==> src/mwv_pkg.sv <==
// Shared types, widths and iteration helpers for the moving-window volatility core.
// No dependencies; mwv_ctrl, mwv_dp and the top level import this package.
package mwv_pkg;

  localparam int SAMPLE_BITS = 24;
  localparam int LEN_W       = 9;
  localparam int LEN_MAX     = (1 << LEN_W) - 1;
  localparam int WL_RESET    = 20;
  localparam int VAR_W       = 47;
  localparam int SQR_W       = 2 * SAMPLE_BITS;
  localparam int SUM_W       = SAMPLE_BITS + LEN_W;
  localparam int SQ_W        = SQR_W + LEN_W;
  localparam int DIV_STEPS   = 4;
  localparam int DIV_W       = ((SQ_W + DIV_STEPS - 1) / DIV_STEPS) * DIV_STEPS;
  localparam int DIV_CYC     = DIV_W / DIV_STEPS;
  localparam int SQRT_STEPS  = 2;
  localparam int SQRT_CYC    = SAMPLE_BITS / SQRT_STEPS;
  localparam int CNT_MAX     = (DIV_CYC > SQRT_CYC) ? DIV_CYC : SQRT_CYC;
  localparam int CNT_W       = $clog2(CNT_MAX);

  typedef struct packed {
    logic signed [SAMPLE_BITS-1:0] sample;
    logic                          restart;
  } in_word_t;

  typedef struct packed {
    logic signed [SAMPLE_BITS-1:0] window_mean;
    logic [VAR_W-1:0]              window_variance;
    logic [SAMPLE_BITS-1:0]        volatility;
    logic                          window_full;
  } out_word_t;

  typedef struct packed {
    logic load;
    logic rd;
    logic sq;
    logic upd;
    logic prep;
    logic div;
    logic mul;
    logic sub;
    logic sqrt;
    logic publish;
  } cmd_t;

  typedef struct packed {
    logic full;
    logic out_busy;
  } status_t;

  typedef struct packed {
    logic [DIV_W-1:0] quo;
    logic [LEN_W-1:0] rem;
  } div_st_t;

  typedef struct packed {
    logic [SQR_W-1:0]       rad;
    logic [SAMPLE_BITS-1:0] root;
    logic [SAMPLE_BITS:0]   rem;
  } sqrt_st_t;

  function automatic logic [SQR_W-1:0] sq_mag(input logic [SAMPLE_BITS-1:0] s);
    logic [SAMPLE_BITS-1:0] m;
    m = s[SAMPLE_BITS-1] ? (~s + SAMPLE_BITS'(1)) : s;
    return SQR_W'(m) * SQR_W'(m);
  endfunction

  // Restoring division, several quotient bits per call.
  function automatic div_st_t div_iter(input div_st_t s, input logic [LEN_W-1:0] d);
    div_st_t      st;
    logic [LEN_W:0] t;
    st = s;
    for (int i = 0; i < DIV_STEPS; i++) begin
      t = {st.rem, st.quo[DIV_W-1]};
      st.quo = {st.quo[DIV_W-2:0], 1'b0};
      if (t >= {1'b0, d}) begin
        t = t - {1'b0, d};
        st.quo[0] = 1'b1;
      end
      st.rem = t[LEN_W-1:0];
    end
    return st;
  endfunction

  // Digit-by-digit integer square root, several root bits per call.
  function automatic sqrt_st_t sqrt_iter(input sqrt_st_t s);
    sqrt_st_t                st;
    logic [SAMPLE_BITS+2:0]  r;
    logic [SAMPLE_BITS+2:0]  trial;
    st = s;
    for (int i = 0; i < SQRT_STEPS; i++) begin
      r     = {st.rem, st.rad[SQR_W-1:SQR_W-2]};
      trial = {1'b0, st.root, 2'b01};
      st.rad = {st.rad[SQR_W-3:0], 2'b00};
      if (r >= trial) begin
        r = r - trial;
        st.root = {st.root[SAMPLE_BITS-2:0], 1'b1};
      end else begin
        st.root = {st.root[SAMPLE_BITS-2:0], 1'b0};
      end
      st.rem = r[SAMPLE_BITS:0];
    end
    return st;
  endfunction

endpackage

==> src/mwv_ctrl.sv <==
// Sequencer for the volatility core: steps one word through ring update,
// division and square root (full window only) and output. Depends on mwv_pkg.
module mwv_ctrl
  import mwv_pkg::*;
(
  input  logic    clk,
  input  logic    rst_n,
  input  logic    in_valid,
  output logic    in_stall,
  input  status_t status,
  output cmd_t    cmd
);

  typedef enum logic [3:0] {
    S_IDLE, S_READ, S_SQUARE, S_UPDATE, S_PREP,
    S_DIV, S_MUL, S_SUB, S_SQRT, S_DONE
  } state_t;

  state_t           state_r, state_nxt;
  logic [CNT_W-1:0] cnt_r, cnt_nxt;
  logic             accept;

  assign in_stall = (state_r != S_IDLE);
  assign accept   = in_valid && !in_stall;

  always_comb begin
    state_nxt = state_r;
    cnt_nxt   = cnt_r;
    cmd       = '0;
    unique case (state_r)
      S_IDLE: begin
        cmd.load = accept;
        if (accept) state_nxt = S_READ;
      end
      S_READ: begin
        cmd.rd    = 1'b1;
        state_nxt = S_SQUARE;
      end
      S_SQUARE: begin
        cmd.sq    = 1'b1;
        state_nxt = S_UPDATE;
      end
      S_UPDATE: begin
        cmd.upd   = 1'b1;
        state_nxt = S_PREP;
      end
      S_PREP: begin
        cmd.prep = 1'b1;
        if (status.full) begin
          state_nxt = S_DIV;
          cnt_nxt   = CNT_W'(DIV_CYC - 1);
        end else begin
          state_nxt = S_DONE;
        end
      end
      S_DIV: begin
        cmd.div = 1'b1;
        if (cnt_r == '0) state_nxt = S_MUL;
        else cnt_nxt = cnt_r - CNT_W'(1);
      end
      S_MUL: begin
        cmd.mul   = 1'b1;
        state_nxt = S_SUB;
      end
      S_SUB: begin
        cmd.sub   = 1'b1;
        state_nxt = S_SQRT;
        cnt_nxt   = CNT_W'(SQRT_CYC - 1);
      end
      S_SQRT: begin
        cmd.sqrt = 1'b1;
        if (cnt_r == '0) state_nxt = S_DONE;
        else cnt_nxt = cnt_r - CNT_W'(1);
      end
      S_DONE: begin
        if (!status.out_busy) begin
          cmd.publish = 1'b1;
          state_nxt   = S_IDLE;
        end
      end
      default: state_nxt = S_IDLE;
    endcase
  end

  always_ff @(posedge clk) begin
    if (!rst_n) begin
      state_r <= S_IDLE;
      cnt_r   <= '0;
    end else begin
      state_r <= state_nxt;
      cnt_r   <= cnt_nxt;
    end
  end

`ifndef ASSERT_OFF
  a_div_cnt: assert property (@(posedge clk) disable iff (!rst_n)
    (state_r == S_DIV) |-> (cnt_r < CNT_W'(DIV_CYC)))
    else $error("divide counter out of range");

  a_accept_busy: assert property (@(posedge clk) disable iff (!rst_n)
    accept |=> in_stall)
    else $error("second word taken while one is in progress");

  a_short_path: assert property (@(posedge clk) disable iff (!rst_n)
    (state_r == S_PREP && !status.full) |=> (state_r == S_DONE))
    else $error("partial window did not go straight to output");
`endif

endmodule

==> config.mk <==
export PLATFORM = sky130hd
export DESIGN_NAME = mwv_ctrl
export DESIGN_NICKNAME = d
export VERILOG_FILES = /design/src/mwv_pkg.sv /design/src/mwv_ctrl.sv
export SDC_FILE = /design/constraint.sdc
export NUM_CORES = 1
export LEC_CHECK = 0
export CORE_AREA = 2 2 39 41
export DETAILED_ROUTE_END_ITERATION = 8
export DIE_AREA = 0 0 41 43
export DONT_BUFFER_PORTS = 1
export SYNTH_ARGS = -nofsm -noshare
export SYNTH_HDL_FRONTEND = slang
export SYNTH_SLANG_ARGS = --single-unit
==> constraint.sdc <==
create_clock -name clk -period 1.8 [get_ports clk]
set_input_delay 0.18 -clock clk [delete_from_list [all_inputs] [get_ports clk]]
set_output_delay 0.18 -clock clk [all_outputs]
set_load 0.03 [all_outputs]
==> impl_metrics.tcl <==
set metrics [dict create \
    outcome "finished, final reports clean" \
    ys.flop_type "dfxtp_1" \
    wl_mm 1.38 \
    maxCapViolCount 0 \
    syn_area_per_cell_sq_um 7.91 \
    finalSetupTns_ns 0 \
    power_uw 595 \
    tightest_slew_ns 0.298 \
    numPortBuffers 0 \
    path_class "reg -> reg" \
    antenna_cells 0 \
    cts.sinks 8 \
    cts_tree "built" \
    ys_top_cells_by_area "dfxtp_1 (26%), nand2_1 (5.5%), nand2b_1 (5.1%), o21ai_0 (4.1%), nor3b_1 (3.7%)" \
    ctsResizeCount 0 \
    hold_class "in -> reg" \
    path_buf_inv 1 \
    cts_hold_buffers 0 \
    dp_hpwl_mm 1.04 \
    cpLargestDelayFamily "compound AO/OA/AOI/OAI gates" \
    hold_viol 0 \
    ys_types 36 \
    synth_most_common_cell "nand2_1" \
    cts_htree_levels 1 \
    drt_iter0_drc 12 \
    critPathCaptureType "flop" \
    fin_crit_sh_pct 91.1 \
    post_cts.repair.setup_buffers 0 \
    vdd_ir_drop_max_mv 0.416 \
    cp-start-kind "flop" \
    fmax_mhz 610 \
    power.density_nw_per_um2 802 \
    grt_pass1_vias 539 \
    clockRootBuffer "clkbuf_4" \
    numCtsBuffers 3 \
    vias 611 \
    maxSlewHeadroom_pct 79.9 \
    path_cells "inv_1, ha_1, nor4b_2, a2bb2oi_1, nand2_1, o211a_1" \
    crit_slowest_cell "dfxtp_1" \
    period_minus_slack_ns 1.64 \
    fill_cells 140 \
    synthCells 77 \
    ys_ff_latch 8 \
    die_y_um 43 \
    io_pins 16 \
    coreArea_sq_um 1380 \
    initial_core_util_pct 44.0 \
    wl_per_cell_um 13.1 \
    drv_slew 0 \
    async_flop_share_pct 0 \
    syn2layout_area_growth_pct 21.8 \
    layout-drive-gt1-share_pct 28.1 \
    drt-vias-per-instance 5.82 \
    antenna_found_initial 0 \
    antenna_left 0 \
    dieArea_sq_um 1760 \
    clk_latency_ns 0.26 \
    rsz0062_at_grt "no" \
    nNetsFinal 97 \
    grt_pass1_wl_mm 2.20 \
    yosys-top-cells-count "nand2_1 (9), dfxtp_1 (8), nand2b_1 (5), o21ai_0 (5)" \
    critPathRequiredTime_ns 1.95 \
    clk_pin_slew_ns 0.05 \
    num_rows 14 \
    place_area_sq_um 719 \
    hp-start "rst_n" \
    yosysTopAreaCell "dfxtp_1" \
    stdcell_area_sq_um 742 \
    r2r_start "cnt_r[0]" \
    grt_overflow 0 \
    grt_max_degree 15 \
    ys_seq_area_share_pct 26.3 \
    grt_use_total_pct 18.6 \
    clk_path_buf_depth 2 \
    post-route-drc-count 0 \
    post-route-util_pct 53.6 \
    slowest_delay_ns 0.32 \
    synth_top_area_share_pct 26.3 \
    synth_edf_count 0 \
    place_congestion 0.755 \
    arrival_ns 1.79 \
    syn_area_sq_um 609 \
    worst-path-max-fanout 4 \
    die_w_um 41 \
    power.leakage_nw 0.318 \
    first_pass_iters 4 \
    yosys_warnings 0 \
    cp-startpoint "cnt_r[0]" \
    skew_ns 0.00324 \
    syn-num-nets 83 \
    setup_viol 0 \
]
per-stage QoR:
step / hold WS, ns / worst slack (ns) / std cells
after floorplan: 0.341 / 0.105 / 77
after global placement: 0.319 / 0.105 / 102
after detailed placement: 0.323 / 0.182 / 102
after CTS: 0.0474 / 0.157 / 105
after global routing: 0.0424 / 0.0371 / 105
final: 0.0555 / 0.160 / 105
worst register-to-register path: cells and delay by family, from the launching register on:
kind                     cells  cell delay [ns]
flip-flops                   1             0.32
AND/OR/NAND/NOR              2             0.43
adder cells (fa/ha/maj)      1             0.21
buffers and inverters        1             0.08
AO/OA/AOI/OAI                2             0.48
layout make-up:
| cell class | count | area [sq um] | share of cell area [%] |
|---|---|---|---|
| clock buffers | 3 | 22.5 | 3.04 |
| inverters | 5 | 20.0 | 2.70 |
| multi-input cells | 59 | 414 | 55.8 |
| flip-flops and latches | 8 | 160 | 21.6 |
| well taps | 16 | 20.0 | 2.70 |
| repair buffers | 14 | 105 | 14.2 |
path summary, 6_finish.rpt:
kind | endpoint | slack [ns] | cells past startpoint
setup / recovery | cnt_r[3] | 0.16 | 6
hold / removal | cnt_r[3] | 0.06 | 1
setup reg to reg | cnt_r[3] | 0.16 | 6
hold reg to reg | cnt_r[1] | 0.48 | 2
flip-flops by register name, indices dropped and copies added, names as in the netlist:
name and cells:
cnt_r 4, state_r 4
logic make-up after synthesis:
logic type / Yosys count / synth area share [%]
simple gates: 37 / 36.5
compound gates: 17 / 22.2
buf+inv: 10 / 6.77
flops: 8 / 26.3
xor+xnor: 2 / 2.88
mux: 2 / 3.29
fa+ha+maj: 1 / 2.05
where the power goes:
part	leakage (nW)	switching, mW	total (mW)	internal [mW]
sequential	0.0649	0.00781	0.199	0.191
combinational	0.239	0.159	0.260	0.100
clock	0.0138	0.0600	0.136	0.0762
routing by layer:
metal / vias to the layer above / track usage [%] / wire, um
li1: 301 / - / -
met1: 286 / 22.2 / 611
met2: 20 / 27.2 / 608
met3: 4 / 5.76 / 121
met4: 0 / 12.0 / 37
met5: - / 0 / 0
placed cells by master, fill, tap and decap left out, drive strengths merged, types with 2 or more instances in the layout:
cell type | Yosys | layout
nand2b | 5 | 5
clkbuf | 3 | 3
nor3b | 3 | 3
nand3b | 2 | 2
nor4b | 2 | 2
and3 | 2 | 2
nor3 | 4 | 4
mux2i | 2 | 2
o21ai | 5 | 5
dfxtp | 8 | 8
inv | 4 | 4
buf | 2 | 14
o211a | 2 | 2
nor2 | 4 | 4
o22ai | 2 | 2
nand2 | 9 | 9
Note: power is estimated with default switching activity, not from simulation.
